===== src/rtl/rpbf_pkg.sv =====
// shared types, codes and constants of the rate paced byte fifo
`default_nettype none
package rpbf_pkg;

	localparam int unsigned BUFFER_BYTES_DEF = 65536;
	localparam int unsigned CAP_MAX          = 131071;

	localparam int unsigned CFG_W    = 30;
	localparam int unsigned TARGET_W = 30;
	localparam int unsigned CAP_W    = 17;
	localparam int unsigned CHUNK_W  = 12;
	localparam int unsigned WIN_W    = 16;
	localparam int unsigned LEN_W    = 12;
	localparam int unsigned CNT_W    = 17;
	localparam int unsigned OCC_W    = 18;
	localparam int unsigned OUTS_W   = 12;
	localparam int unsigned DROP_W   = 11;
	localparam int unsigned ELAP_W   = 32;
	localparam int unsigned TOTAL_W  = 48;
	localparam int unsigned SCALE_W  = 13;
	localparam int unsigned GSCL_W   = LEN_W + SCALE_W;
	localparam int unsigned LHS_W    = 45;
	localparam int unsigned RHS_W    = TARGET_W + ELAP_W;

	localparam logic [LEN_W-1:0]   MAX_DGRAM  = 12'd2048;
	localparam logic [CHUNK_W-1:0] MAX_CHUNK  = 12'd2048;
	localparam logic [SCALE_W-1:0] RATE_SCALE = 13'd8000;
	localparam logic [LHS_W-1:0]   LHS_SAT    = LHS_W'(64'hFFFF_FFFF * 64'd8000);

	localparam logic [TARGET_W-1:0] TARGET_RST = 30'd8000000;
	localparam logic [CAP_W-1:0]    CAP_RST    = 17'd65536;
	localparam logic [CHUNK_W-1:0]  CHUNK_RST  = 12'd1316;
	localparam logic [WIN_W-1:0]    WIN_RST    = 16'd300;

	typedef enum logic [1:0] {
		ACT_RECV = 2'd0,
		ACT_TICK = 2'd1,
		ACT_PULL = 2'd2
	} action_t;

	typedef enum logic [1:0] {
		REG_TARGET   = 2'd0,
		REG_CAPACITY = 2'd1,
		REG_CHUNK    = 2'd2,
		REG_WINDOW   = 2'd3
	} reg_idx_t;

	typedef enum logic {
		KIND_GRANT = 1'b0,
		KIND_BYTE  = 1'b1
	} kind_t;

	typedef struct packed {
		kind_t               kind;
		logic [LEN_W-1:0]    chunk_len;
		logic                last;
		logic [TOTAL_W-1:0]  total;
	} res_t;

	typedef struct packed {
		logic pass;
		logic busy;
	} pacer_stat_t;

endpackage
`default_nettype wire


===== src/rtl/rpbf_out_stage.sv =====
// result pipeline: memory read stage and output register
`default_nettype none
module rpbf_out_stage (
	input  wire logic                             clk,
	input  wire logic                             arst_n,
	input  wire logic                             load,
	input  wire rpbf_pkg::res_t                   res,
	input  wire logic [7:0]                       rdata,
	output logic                                  free,
	output logic                                  out_valid,
	input  wire logic                             out_ready,
	output logic                                  kind,
	output logic [rpbf_pkg::LEN_W-1:0]            chunk_len,
	output logic [7:0]                            out_byte,
	output logic                                  last_of_chunk,
	output logic [rpbf_pkg::TOTAL_W-1:0]          total_sent
);

	logic           valid_s1;
	rpbf_pkg::res_t res_s1;
	logic           valid_q;
	rpbf_pkg::res_t res_q;
	logic [7:0]     byte_q;
	logic           out_take;

	assign out_take = !valid_q || out_ready;
	assign free     = !valid_s1 || out_take;

	always_ff @(posedge clk or negedge arst_n) begin
		if (!arst_n) begin
			valid_s1 <= 1'b0;
			valid_q  <= 1'b0;
		end else begin
			if (free) begin
				valid_s1 <= load;
			end
			if (out_take) begin
				valid_q <= valid_s1;
			end
		end
	end

	always_ff @(posedge clk) begin
		if (free && load) begin
			res_s1 <= res;
		end
		if (out_take && valid_s1) begin
			res_q  <= res_s1;
			byte_q <= (res_s1.kind == rpbf_pkg::KIND_BYTE) ? rdata : 8'd0;
		end
	end

	assign out_valid     = valid_q;
	assign kind          = res_q.kind;
	assign chunk_len     = res_q.chunk_len;
	assign out_byte      = byte_q;
	assign last_of_chunk = res_q.last;
	assign total_sent    = res_q.total;

endmodule
`default_nettype wire


===== config.mk =====
export PLATFORM = sky130hd
export DESIGN_NAME = rpbf_out_stage
export DESIGN_NICKNAME = d
export VERILOG_FILES = /design/src/rtl/rpbf_pkg.sv /design/src/rtl/rpbf_out_stage.sv
export SDC_FILE = /design/constraint.sdc
export NUM_CORES = 1
export LEC_CHECK = 0
export ABC_AREA = 0
export BUFFER_PORTS_ARGS = -buffer_cell sky130_fd_sc_hd__buf_2
export CAP_MARGIN = 10
export CORE_MARGIN = 3
export CORE_UTILIZATION = 34
export DETAILED_ROUTE_END_ITERATION = 7
export GPL_ROUTABILITY_DRIVEN = 0
export GPL_TIMING_DRIVEN = 0
export SYNTH_ARGS = -nofsm -noshare
export SYNTH_HDL_FRONTEND = slang
export SYNTH_SLANG_ARGS = --single-unit

===== constraint.sdc =====
create_clock -name clk -period 2.9 [get_ports clk]
set_input_delay 0.145 -clock clk [delete_from_list [all_inputs] [get_ports clk]]
set_output_delay 0.145 -clock clk [all_outputs]
set_load 0.01 [all_outputs]

# Word-level counts from Yosys, hierarchy flattened
# Cells that the tools add are included.
# op_classes
add_sub_neg,0
mul,0
div_mod_pow,0
magnitude_cmp,0
eq_ne,0
n_shift,0
muxes,0
bitwise,0
reduce_logical,6
# ops
cell,n
$logic_and A1 B1 Y1,2
$logic_not A1 Y1,2
$logic_or A1 B1 Y1,2
# word_totals
regBits,134
latchBits,0
ramBits,0
rom_bits,0
input_bits,74
out_inout_bits,72
wordCells,17
memories,0

# Longest topological paths before layout
# logic_depth
word_depth,4
ltp_mapped,2
depth_no_buf,2

# Worst setup path before layout
# OpenSTA, ideal clock, no wires.
# synth_timing
path_kind,flip-flop to flip-flop
start,reg valid_q (netlist: out_valid)
end,"reg res_q, in the netlist chunk_len[0], enable pin"
setup_time_ns,0.435
arrival_time_ns,2.192
t_required_ns,2.465
setup_slack_ns,0.272
path_stages_with_launch,3
path_buffers,0
synth_period_minus_slack_ns,2.628
path_cell_list,dfrtp_1 > nand2b_1 > and2_1
# synth_between
elab_chain_len,3
# synth_rtl
item,line,text
"start, declared",rpbf_out_stage.sv:21,logic valid_q;
"start signal, assigned",rpbf_out_stage.sv:38,valid_q <= valid_s1;
$logic_not A1 Y1,rpbf_out_stage.sv:26,assign out_take = !valid_q || out_ready;
$logic_or A1 B1 Y1,rpbf_out_stage.sv:26,
$logic_and A1 B1 Y1,rpbf_out_stage.sv:47,if (out_take && valid_s1) begin
"end signal, assigned",rpbf_out_stage.sv:48,res_q <= res_s1;
"end, declared",rpbf_out_stage.sv:22,rpbf_pkg::res_t res_q;
# Every way passes these cells.
# A chain may end at the register's enable or synchronous reset.

# Worst setup path in the final report
# layout_timing
start,reg valid_q (netlist: out_valid)
end,"reg res_q, in the netlist total_sent[12], enable pin"
# The elaborated chain is that of the path after synthesis.

==> reports/qor.txt <==
H-tree levels: 4
DRT Pass-1 Iters: 4
Tmin final: 1724 ps
Layout net count: 451
Internal power of the cells: 3.625 mW
Cells after Synth: 148
Root buffer cell: clkbuf_16
Average size of a mapped cell: 27.82 µm²
CP peak stage delay: 720 ps
Comb pwr share: 6.7%
Period utilization: 59.44%
Min-Delay Path Class: input pin to flip-flop
Worst skew pair latency: 410 ps
Die Area: 13470 µm²
DR vias/cell: 4.116
GRT overflow: 0
CTS resizes: 0
Final total power: 4.514 mW
Synth Cell Area: 4118 µm²
Maxcap violations: 0
Setup crit end kind: flip-flop
Critical-path cell list: nand2b_1 > and2_4
DP Wirelength: 4.391 mm
Distinct cells, synth: 6
Result of the run: complete, no violations
Number of global-route vias before repair: 2367
WP buf/inv: 0
Sw power: 889.7 µW
Largest net degree at the start of global routing: 71
Leakage power: 2.443 nW
Hold-fix buffers at CTS: 65
Reg-to-reg endpoint: total_sent[12]
Hold path depth: 2
DR WL/cell: 13.88 µm
Crit path arrival time: 1750 ps
Most common cell after layout, fill and taps aside: buf_2
Die Y: 116.1 µm
Setup crit start kind: flip-flop
Sw Share: 19.71%
Via count: 2194
Reg power frac: 51.7%
Area of the multi-input gates: 106.4 µm²
Antenna-violating nets left: 0
Clock sink count: 134
Hold Path End: out_byte[1]
TNS Setup: 0 ps
Postcts setup bufs: 0
Clock Skew: 6.601 ps
Max-slew violation count: 0
CTS tree: built
Ys Warns: 0
Pwr/cell area: 727.5 nW/µm²
Worst Path Required: 2920 ps
Fill count: 934
Clock Power Share: 41.7%
Initial antenna violation count: 0
# diodes: 0
Worst-margin pin slew: 936.7 ps
Fmax: 0.5801 GHz
Final Setup Violations: 0
Worst VDD drop: 366.0 µV
Part of the Yosys area used for sequential elements: 97.48%
DRC Markers: 0
First-pass GRT wire length: 11.45 mm
Initial Utilization: 35.46%
DRT Wirelength: 7.396 mm
Unrepaired setup endpoints after global routing: no
#FFs+latches synth: 134
Most frequent cells in the layout: 145 x buf_2, 132 x edfxtp_1, 65 x dlygate4sd3_1, 17 x clkbuf_16, 8 x and2_1
Syn_nets: 222
CTS Buf Count: 17
Final Hold Violating Endpoints: 0
Critical-path top delay cell: and2_4
Min-delay src: rdata[1]
Clock-pin slew on the worst setup and hold paths: 50 ps
Critical-path maximum fanout: 70
Register-to-Register Path Depth: 2
Reg-to-Reg Start: out_valid
Drt initial violations: 97
GRT Resource Usage Total: 11.84%
Die width: 116.1 µm
Rel. slew slack: 37.56%
Core ar.: 11610 µm²
Port-buffer cells: 145
FF-to-FF setup slack: 1180 ps
Area occupied by registers: 4014 µm²
Row cnt: 39
Crit Path Category: flip-flop to flip-flop
Fraction of layout cells with a size suffix above 1: 44.36%
Clk buf depth: 2
Worst path top cell family by delay: simple AND/OR/NAND/NOR gates
IO Pins: 146
Synthesis-to-layout area growth: 50.68%
cell usage after synthesis:
master	instances	area, µm²
edfxtp_1	132	3964
dfrtp_1	2	50.05
and2_1	9	56.30
and2_4	1	8.760
nand3b_4	1	20.02
nand2b_1	3	18.77
through the flow:
| stage | instance area (µm²) | hold WS (ps) | utilization (%) | worst slack, ps | cells |
|---|---|---|---|---|---|
| global route | 6205 | 8.390 | 53.43 | 1089 | 533 |
| detailed placement | 5025 | -65.32 | 43.27 | 1174 | 436 |
| finish | 6205 | 22.42 | 53.43 | 1176 | 533 |
| CTS | 6205 | 1.764 | 53.43 | 1166 | 533 |
| floorplan | 4118 | -150.6 | - | 272.1 | 148 |
| global placement | 5022 | -69.89 | 43.25 | -425.8 | 436 |
worst max-delay path by stage:
stage / end / start / cells after the start
final: total_sent[12] / out_valid / 2
after global routing: total_sent[47] / out_valid / 2
after CTS: total_sent[21] / out_valid / 2
after detailed placement: out_byte[3] / out_valid / 2
after global placement: out_byte[1] / out_valid / 2
after floorplan: chunk_len[0] / out_valid / 2
area by class of cell:
type / count / share of cell area, %
sequential: 134 / 64.69
clock buffer: 28 / 8.167
tap: 143 / 2.884
clock inverter: 4 / 0.3630
multi-input combinational: 14 / 1.714
timing repair buffer: 210 / 22.18
layer usage:
| metal | up-vias | routed length, µm | track usage [%] |
|---|---|---|---|
| met1 | 1030 | 2896 | 12.33 |
| met2 | 98 | 3717 | 19.14 |
| met4 | 0 | 132 | 5.800 |
| met5 | - | 0 | 0 |
| met3 | 13 | 650 | 6.893 |
| li1 | 1053 | - | - |
worst register-to-register path, stage by stage (launching register included):
cell	delay, ps
dfrtp_1	420
nand2b_1	110
and2_4	720
flip-flops by register name (all words and copies together) (netlist names):
| name | flops |
|---|---|
| last_of_chunk | 1 |
| valid_s1 | 1 |
| total_sent | 48 |
| out_valid | 1 |
| chunk_len | 12 |
| out_byte | 8 |
| res_s1 | 62 |
| kind | 1 |
logic make-up (layout without fill, tap and decap cells):
logic type	after synthesis	in the layout	share of synthesized area [%]
flip-flops	134	134	97.48
buffers and inverters	0	242	0
AND/OR/NAND/NOR	14	14	2.522
power by group through the flow:
stage / clock, mW / sequential [mW] / combinational, mW
6_report: 1.88 / 2.33 / 0.302
3_5_place_dp: 0 / 2.37 / 0.241
4_1_cts: 1.94 / 2.33 / 0.309
2_1_floorplan: 0 / 2.41 / 0.0537
5_1_grt: 2.04 / 2.34 / 0.332
3_3_place_gp: 0 / 2.37 / 0.236
(Power assumes the default switching activity.)
