===== src/rtl/rpbf_pkg.sv =====
// shared types, codes and constants of the rate paced byte fifo
`default_nettype none
package rpbf_pkg;

	localparam int unsigned BUFFER_BYTES_DEF = 65536;
	localparam int unsigned CAP_MAX          = 131071;

	localparam int unsigned CFG_W    = 30;
	localparam int unsigned TARGET_W = 30;
	localparam int unsigned CAP_W    = 17;
	localparam int unsigned CHUNK_W  = 12;
	localparam int unsigned WIN_W    = 16;
	localparam int unsigned LEN_W    = 12;
	localparam int unsigned CNT_W    = 17;
	localparam int unsigned OCC_W    = 18;
	localparam int unsigned OUTS_W   = 12;
	localparam int unsigned DROP_W   = 11;
	localparam int unsigned ELAP_W   = 32;
	localparam int unsigned TOTAL_W  = 48;
	localparam int unsigned SCALE_W  = 13;
	localparam int unsigned GSCL_W   = LEN_W + SCALE_W;
	localparam int unsigned LHS_W    = 45;
	localparam int unsigned RHS_W    = TARGET_W + ELAP_W;

	localparam logic [LEN_W-1:0]   MAX_DGRAM  = 12'd2048;
	localparam logic [CHUNK_W-1:0] MAX_CHUNK  = 12'd2048;
	localparam logic [SCALE_W-1:0] RATE_SCALE = 13'd8000;
	localparam logic [LHS_W-1:0]   LHS_SAT    = LHS_W'(64'hFFFF_FFFF * 64'd8000);

	localparam logic [TARGET_W-1:0] TARGET_RST = 30'd8000000;
	localparam logic [CAP_W-1:0]    CAP_RST    = 17'd65536;
	localparam logic [CHUNK_W-1:0]  CHUNK_RST  = 12'd1316;
	localparam logic [WIN_W-1:0]    WIN_RST    = 16'd300;

	typedef enum logic [1:0] {
		ACT_RECV = 2'd0,
		ACT_TICK = 2'd1,
		ACT_PULL = 2'd2
	} action_t;

	typedef enum logic [1:0] {
		REG_TARGET   = 2'd0,
		REG_CAPACITY = 2'd1,
		REG_CHUNK    = 2'd2,
		REG_WINDOW   = 2'd3
	} reg_idx_t;

	typedef enum logic {
		KIND_GRANT = 1'b0,
		KIND_BYTE  = 1'b1
	} kind_t;

	typedef struct packed {
		kind_t               kind;
		logic [LEN_W-1:0]    chunk_len;
		logic                last;
		logic [TOTAL_W-1:0]  total;
	} res_t;

	typedef struct packed {
		logic pass;
		logic busy;
	} pacer_stat_t;

endpackage
`default_nettype wire


===== src/rtl/rpbf_pacer.sv =====
// rate test: elapsed time, window byte count and their running products
`default_nettype none
module rpbf_pacer (
	input  wire logic                             clk,
	input  wire logic                             arst_n,
	input  wire logic                             tick,
	input  wire logic                             recalc,
	input  wire logic [rpbf_pkg::TARGET_W-1:0]    target,
	input  wire logic [rpbf_pkg::WIN_W-1:0]       window_ms,
	input  wire logic [rpbf_pkg::LEN_W-1:0]       grant_len,
	output rpbf_pkg::pacer_stat_t                 stat
);

	localparam int unsigned EW = rpbf_pkg::ELAP_W;
	localparam int unsigned LW = rpbf_pkg::LHS_W;
	localparam int unsigned RW = rpbf_pkg::RHS_W;
	localparam int unsigned GW = rpbf_pkg::GSCL_W;

	logic [EW-1:0] elapsed_q;
	logic [EW-1:0] window_q;
	logic [LW-1:0] lhs_q;
	logic [RW-1:0] rhs_q;
	logic          busy_q;

	logic          elap_sat;
	logic [EW-1:0] elapsed_inc;
	logic [RW-1:0] rhs_inc;
	logic          pass;
	logic          restart;
	logic [EW-1:0] win_base;
	logic [LW-1:0] lhs_base;
	logic [EW:0]   win_sum;
	logic [GW-1:0] grant_scaled;

	always_comb begin
		elap_sat     = &elapsed_q;
		elapsed_inc  = elap_sat ? elapsed_q : elapsed_q + EW'(1);
		rhs_inc      = elap_sat ? rhs_q : rhs_q + RW'(target);
		pass         = tick && (LW'(lhs_q) < rhs_inc);
		restart      = pass && (elapsed_inc >= EW'(window_ms));
		win_base     = restart ? '0 : window_q;
		lhs_base     = restart ? '0 : lhs_q;
		win_sum      = {1'b0, win_base} + (EW + 1)'(grant_len);
		grant_scaled = GW'(grant_len) * GW'(rpbf_pkg::RATE_SCALE);
	end

	always_ff @(posedge clk or negedge arst_n) begin
		if (!arst_n) begin
			elapsed_q <= '0;
			window_q  <= '0;
			lhs_q     <= '0;
			rhs_q     <= '0;
			busy_q    <= 1'b0;
		end else begin
			busy_q <= recalc;
			if (busy_q) begin
				rhs_q <= RW'(target) * RW'(elapsed_q);
			end else if (tick) begin
				elapsed_q <= restart ? '0 : elapsed_inc;
				rhs_q     <= restart ? '0 : rhs_inc;
				if (pass) begin
					if (win_sum[EW]) begin
						window_q <= '1;
						lhs_q    <= rpbf_pkg::LHS_SAT;
					end else begin
						window_q <= win_sum[EW-1:0];
						lhs_q    <= lhs_base + LW'(grant_scaled);
					end
				end
			end
		end
	end

	assign stat.pass = pass;
	assign stat.busy = busy_q;

endmodule
`default_nettype wire


===== config.mk =====
export PLATFORM = sky130hd
export DESIGN_NAME = rpbf_pacer
export DESIGN_NICKNAME = d
export VERILOG_FILES = /design/src/rtl/rpbf_pkg.sv /design/src/rtl/rpbf_pacer.sv
export SDC_FILE = /design/constraint.sdc
export NUM_CORES = 2
export LEC_CHECK = 0
export BUFFER_PORTS_ARGS = -buffer_cell sky130_fd_sc_hd__buf_2
export CORE_MARGIN = 4
export CORE_UTILIZATION = 50
export DETAILED_ROUTE_END_ITERATION = 16
export PLACE_DENSITY_LB_ADDON = 0.05
export SLEW_MARGIN = 40
export SYNTH_ARGS = -nofsm -noshare
export SYNTH_HDL_FRONTEND = slang
export SYNTH_SLANG_ARGS = --single-unit

===== constraint.sdc =====
create_clock -name clk -period 9.2 [get_ports clk]
set_input_delay 1.38 -clock clk [delete_from_list [all_inputs] [get_ports clk]]
set_output_delay 1.38 -clock clk [all_outputs]
set_load 0.02 [all_outputs]

# After elaboration in Yosys (flattened, before gate mapping)

Index checks and enable logic that the tools add are counted.

Add/subtract/negate cells: 4
Multiply operators: 2
Order comparisons: 2
Multiplexer cells: 10
Bitwise gates (word level): 1
Reduce and logical (&&, ||, !) cells: 6

Operators with widths:

| cell                  | count |
|---|---|
| $mux 62               | 4 |
| $mux 32               | 4 |
| $mux 45               | 2 |
| $add 62x30->62        | 1 |
| $lt 45x62->1          | 1 |
| $mul 30x32->62        | 1 |
| $add 45x25->45        | 1 |
| $add 32x12->33        | 1 |
| $add 32x1->32 const B | 1 |
| $ge 32x16->1          | 1 |
| $reduce_and 32->1     | 1 |
| $mul 12x7->19 const B | 1 |
| $reduce_and 3->1      | 1 |
| $logic_and 1x1->1     | 2 |
| $reduce_and 2->1      | 1 |
| $reduce_bool 2->1     | 1 |
| $not 1->1             | 1 |

Register bits after elaboration: 172
Output and inout port bits: 2
Logic and storage cells: 30

# Longest topological paths before layout

Word-level depth: 8
Depth in mapped cells: 43
Depth with buffers taken out: 40

# Least setup slack after synthesis

Ideal clock, no wire load.

Kind: input to register
Start point: input port target[1] (netlist bit)
End point: register lhs_q[41]
Setup time: 130 ps
Arrival time: 9167 ps
Required time: 9070 ps
Setup slack: -97 ps
Stages on the path: 40
Buffers on the path: 6
Cell sequence: clkbuf_1 inv_1 fa_1 nand2b_1 a21oi_1 a21oi_1 o2111ai_1 o21ai_1 o21ai_0 nand3_1 nor3_1 xnor2_1 ha_1 nand3_1 or3_1 o31a_1 o221ai_1 a31oi_1 [4 not listed] buf_4 clkbuf_1 and2_1 ha_1 a21o_1 a21oi_1 o21bai_1 a21oi_1 o21ai_0 a31o_2 a31o_2 clkbuf_1 nand4_1 clkbuf_1 clkbuf_1 o21ai_0 a21oi_1 a21oi_1

Cells in the longest elaborated chain, start to end: 8
Elaborated cells on any way between the ends: 11

RTL lines:

| item                                                    | RTL line                           | source |
|---|---|---|
| from (decl)                                             | rpbf_pacer.sv:8                    | `input wire logic [rpbf_pkg::TARGET_W-1:0] target,` |
| $add 62x30->62 (*)                                      | rpbf_pacer.sv:38                   | `rhs_inc = elap_sat ? rhs_q : rhs_q + RW'(target);` |
| $mux 62 (*)                                             | rpbf_pacer.sv:38                   |  |
| $lt 45x62->1 (*)                                        | rpbf_pacer.sv:39                   | `pass = tick && (LW'(lhs_q) < rhs_inc);` |
| $logic_and 1x1->1 (*)                                   | rpbf_pacer.sv:39                   |  |
| $logic_and 1x1->1                                       | rpbf_pacer.sv:40                   | `restart = pass && (elapsed_inc >= EW'(window_ms));` |
| $mux 45 / $mux 32 (equally long branches)               | rpbf_pacer.sv:42, rpbf_pacer.sv:41 |  |
| $add 45x25->45 / $add 32x12->33 (equally long branches) | rpbf_pacer.sv:67, rpbf_pacer.sv:43 |  |
| $mux 45                                                 | rpbf_pacer.sv:62                   | `if (win_sum[EW]) begin` |
| to (signal assigned)                                    | rpbf_pacer.sv:64                   | `lhs_q <= rpbf_pkg::LHS_SAT;` |
| to (signal assigned)                                    | rpbf_pacer.sv:67                   | `lhs_q <= lhs_base + LW'(grant_scaled);` |
| to (decl)                                               | rpbf_pacer.sv:21                   | `logic [LW-1:0] lhs_q;` |

Every way passes the cells marked *; elsewhere a longest branch is shown, timed or not.
A chain may end at the register's enable or synchronous reset.

# Worst setup path in the final report

Start point: input port target[9] (netlist bit)
End point: register rhs_q[56]

Cells in the longest elaborated chain, start to end: 8
Elaborated cells on any way between the ends: 9

RTL lines:

| item                 | RTL line         | source |
|---|---|---|
| $add 62x30->62       | rpbf_pacer.sv:38 |  |
| $mux 62              | rpbf_pacer.sv:38 |  |
| $lt 45x62->1         | rpbf_pacer.sv:39 |  |
| $logic_and 1x1->1    | rpbf_pacer.sv:39 |  |
| $logic_and 1x1->1    | rpbf_pacer.sv:40 |  |
| $mux 62              | rpbf_pacer.sv:60 | `rhs_q <= restart ? '0 : rhs_inc;` |
| $mux 62              | rpbf_pacer.sv:58 | `end else if (tick) begin` |
| $mux 62 (*)          | rpbf_pacer.sv:56 | `if (busy_q) begin` |
| to (signal assigned) | rpbf_pacer.sv:57 | `rhs_q <= RW'(target) * RW'(elapsed_q);` |
| to (signal assigned) | rpbf_pacer.sv:60 |  |
| to (decl)            | rpbf_pacer.sv:22 | `logic [RW-1:0] rhs_q;` |

Every way passes the cells marked *; elsewhere a longest branch is shown, timed or not. The select of a mux whose other input is x is not followed.

==> results.md <==
- Status: finished, final reports clean
- Busiest grt layer: met2
- Tightest Pin Transition: 813 ps
- Reg clk slew, reported paths: 70 ps
- Main area contributors after synthesis: fa_1, ha_1, dfrtp_1
- Vias in the first global route: 39900
- TritonCTS clock tree: done
- I/O Buffers: 63
- Max_slew headroom: 0.458
- CTS Sinks: 166
- Worst path bufs/invs: 7
- WS Path Type: input pin to flip-flop
- Syn Area/Cell: 8.55 um2
- Critical hold path startpoint: window_q[16]
- Final wirelength: 137000 um
- Crit-path leading delay family: adder cells
- Die span in x: 314 um
- Crit-path max FO: 18
- GP Congestion: 0.929
- # DRC: 0
- Cell mode on critical path: fa_1
- CTS root buf: clkbuf_16
- CP max stage delay: 570 ps
- Final period utilization: 0.971
- Final Skew: 9.88 ps
- Finished Core Util: 0.556
- Hold buffers post-CTS: 0
- Pwr dens: 242 nW/um2
- Worst hold slack: 513 ps
- Diodes inserted: 0
- Drt pass-1 iters: 7
- Max Fclk: 112 MHz
- Finished Cell Area: 51800 um2
- Top FF cell, synth: dfrtp_1
- Post-synth EDFFs: 0
- Global Route met2 Usage: 0.471
- First-pass GRT wire length: 222000 um
- HPWL after DPL: 113000 um
- Yosys warning count: 0
- Tot GR Track Use: 0.286
- Post-synthesis cell count: 5494
- Full die area: 98900 um2
- Worst EP required: 9570 ps
- Setup crit start: target[9]
- Clk buf depth: 2
- Post-synth ARST share: 1.00
- Synthesized cell area: 47000 um2
- Share of the synthesized area in the top cell type: 0.374
- Via count: 38400
- Final setup vio count: 0
- Final Hold Viols: 0
- M1 GR Usage: 0.403
- DP Worst Slack: -664 ps
- Maxcap violations: 0
- Slowest stage cell on the critical path: fa_1
- Crit path DAT: 9300 ps
- Starting Density: 0.504
- Grt total ovfl: 0
- Fin crit period: 8930 ps
- Cell taking the most area after synthesis: fa_1
- RSZ-0062 raised after global routing: no
- Vias per inst: 5.56
- Post-synthesis cell type count: 91
- Syn Nets: 6844
- Syn-to-layout area delta: 10.3%
- Share of layout cells above drive strength 1: 0.102
- Hold Crit Class: flip-flop to flip-flop
- Die height: 314 um
- Floorplan core area: 93200 um2
- Sequential fraction of the synthesis area: 0.0885
- Site Rows: 112
- 1st-iter DRT viols: 2650
- Worst skew pair latency: 490 ps
- Pin count of the biggest net entering global routing: 76
- Endpoint class of the critical path: flip-flop
- Routed WL per cell: 19.8 um
- DRT antenna net count: 0
- Yosys reg bits: 166
- Ports: 64
- Post-Place Cell Area: 51100 um2
- Final WS setup: 271 ps
- Antenna violations before repair: 6
- Net count, final: 6987
- Met3 Use GR: 0.0377
- Peak VDD IR: 284 uV
- Leak pwr: 0.0253 uW
- H-tree depth: 4
- Final Max Tran Viols: 0
- Num CTS Buffers: 17
- Reg2reg start: elapsed_q[14]
- Sum Neg Setup Slack: 0 ps
- CP startpoint kind: input pin
-- worst register-to-register path: stages (launching register included) --
cell and delay [ps]:
dfrtp_1 770, buf_4 310, nand2_1 100, fa_1 540
inv_1 50, fa_1 480, fa_1 570, fa_1 440
fa_1 560, inv_1 60, fa_1 480, inv_1 50
fa_1 540, fa_1 440, ha_1 350, nand2_1 100
nor3_1 250, o2111ai_1 190, a2111oi_2 520, buf_4 210
o21ai_0 140, o31a_1 380, o211ai_1 320, a41o_1 250
nor2_1 50, a221o_1 340
-- cells in the final DEF (no fill, tap or decap), types with 18 or more instances in the layout --
master      n
nand4_1    39
nor2b_1    24
nor4_1     22
o31ai_1    33
dfrtp_1   163
buf_4     338
a211oi_1   26
o21bai_1   24
or3_1      18
a21oi_1   251
inv_1     915
buf_12     50
nand3_1    78
and3_1     52
buf_2      59
nand2_1   954
a21o_1     82
fa_1      877
o21ai_0   120
nor3_1     44
a31oi_1    50
and2_1    281
o21ai_1    24
xor2_1     80
ha_1      410
a22o_1     18
nor2_1    197
xnor2_1    93
-- state kept, by name (all words and copies together) (netlist names) --
signal     flops
busy_q         1
elapsed_q     32
lhs_q         39
rhs_q         62
window_q      32
-- cells by family after synthesis --
family	after synthesis	share of synthesized area
xor gates and xnor gates	173	0.0323
buffers and inverters	1245	0.102
AOI/OAI and AO/OA	779	0.106
and+or+nand+nor	1810	0.181
DFF	166	0.0885
adders and majority gates	1288	0.483
muxes	33	0.00757
-- routing by layer --
metal	vias to the layer above	wire, um
met3	154	7880
li1	17600	-
met4	4	3280
met2	1042	64200
met5	-	27
met1	19600	61100
-- repair_timing --
action / 4_1_cts / 5_1_grt
pin swaps: 0 / 1
setup buffers: 0 / 1
resized for setup: 2 / 28
setup endpoints to repair: 4 / 78
-- power by group --
group / switching (uW) / leakage [uW] / internal [uW]
logic: 5930 / 0.0229 / 4700
clock network: 340 / 0.000283 / 393
registers: 231 / 0.00211 / 944
-- synthesized netlist by cell type (22+ instances only) --
cell,n
a21o_1,82
nor4_1,24
and2_1,282
fa_1,877
o21ai_1,22
a211oi_1,26
o21ai_0,124
dfrtp_1,166
nor2b_1,24
nor2_1,198
buf_2,36
ha_1,411
xnor2_1,93
a21oi_1,255
nand3_1,78
nand2_1,955
and3_1,52
clkbuf_1,231
a31oi_1,51
o21bai_1,24
nand4_1,39
o31ai_1,33
xor2_1,80
nor3_1,47
buf_1,52
inv_1,916
-- per-stage QoR --
step / total power [uW] / cells
after floorplan: 7560 / 5494
after global placement: 11600 / 6868
after detailed placement: 11600 / 6871
after CTS: 12500 / 6903
after global routing: 13800 / 6904
final: 12500 / 6904
-- layout make-up --
type / instances / area (um2)
timing repair buffer: 453 / 3910
inverter: 916 / 3440
multi-input combinational: 4083 / 38100
tap: 1254 / 1570
clock buffer: 21 / 470
clock inverter: 11 / 101
fill: 8742 / 41400
sequential: 166 / 4160
-- path summary, 6_finish.rpt --
check	to	slack, ps	depth (start not counted)
worst max-delay path	rhs_q[56]	270	27
max in group asynchronous	elapsed_q[9]	7340	3
worst min register to register	window_q[16]	510	1
worst min-delay path	window_q[16]	510	1
worst max register to register	rhs_q[56]	590	25
min in group asynchronous	busy_q	840	1
No activity file was read; power rests on OpenSTA's default activity.
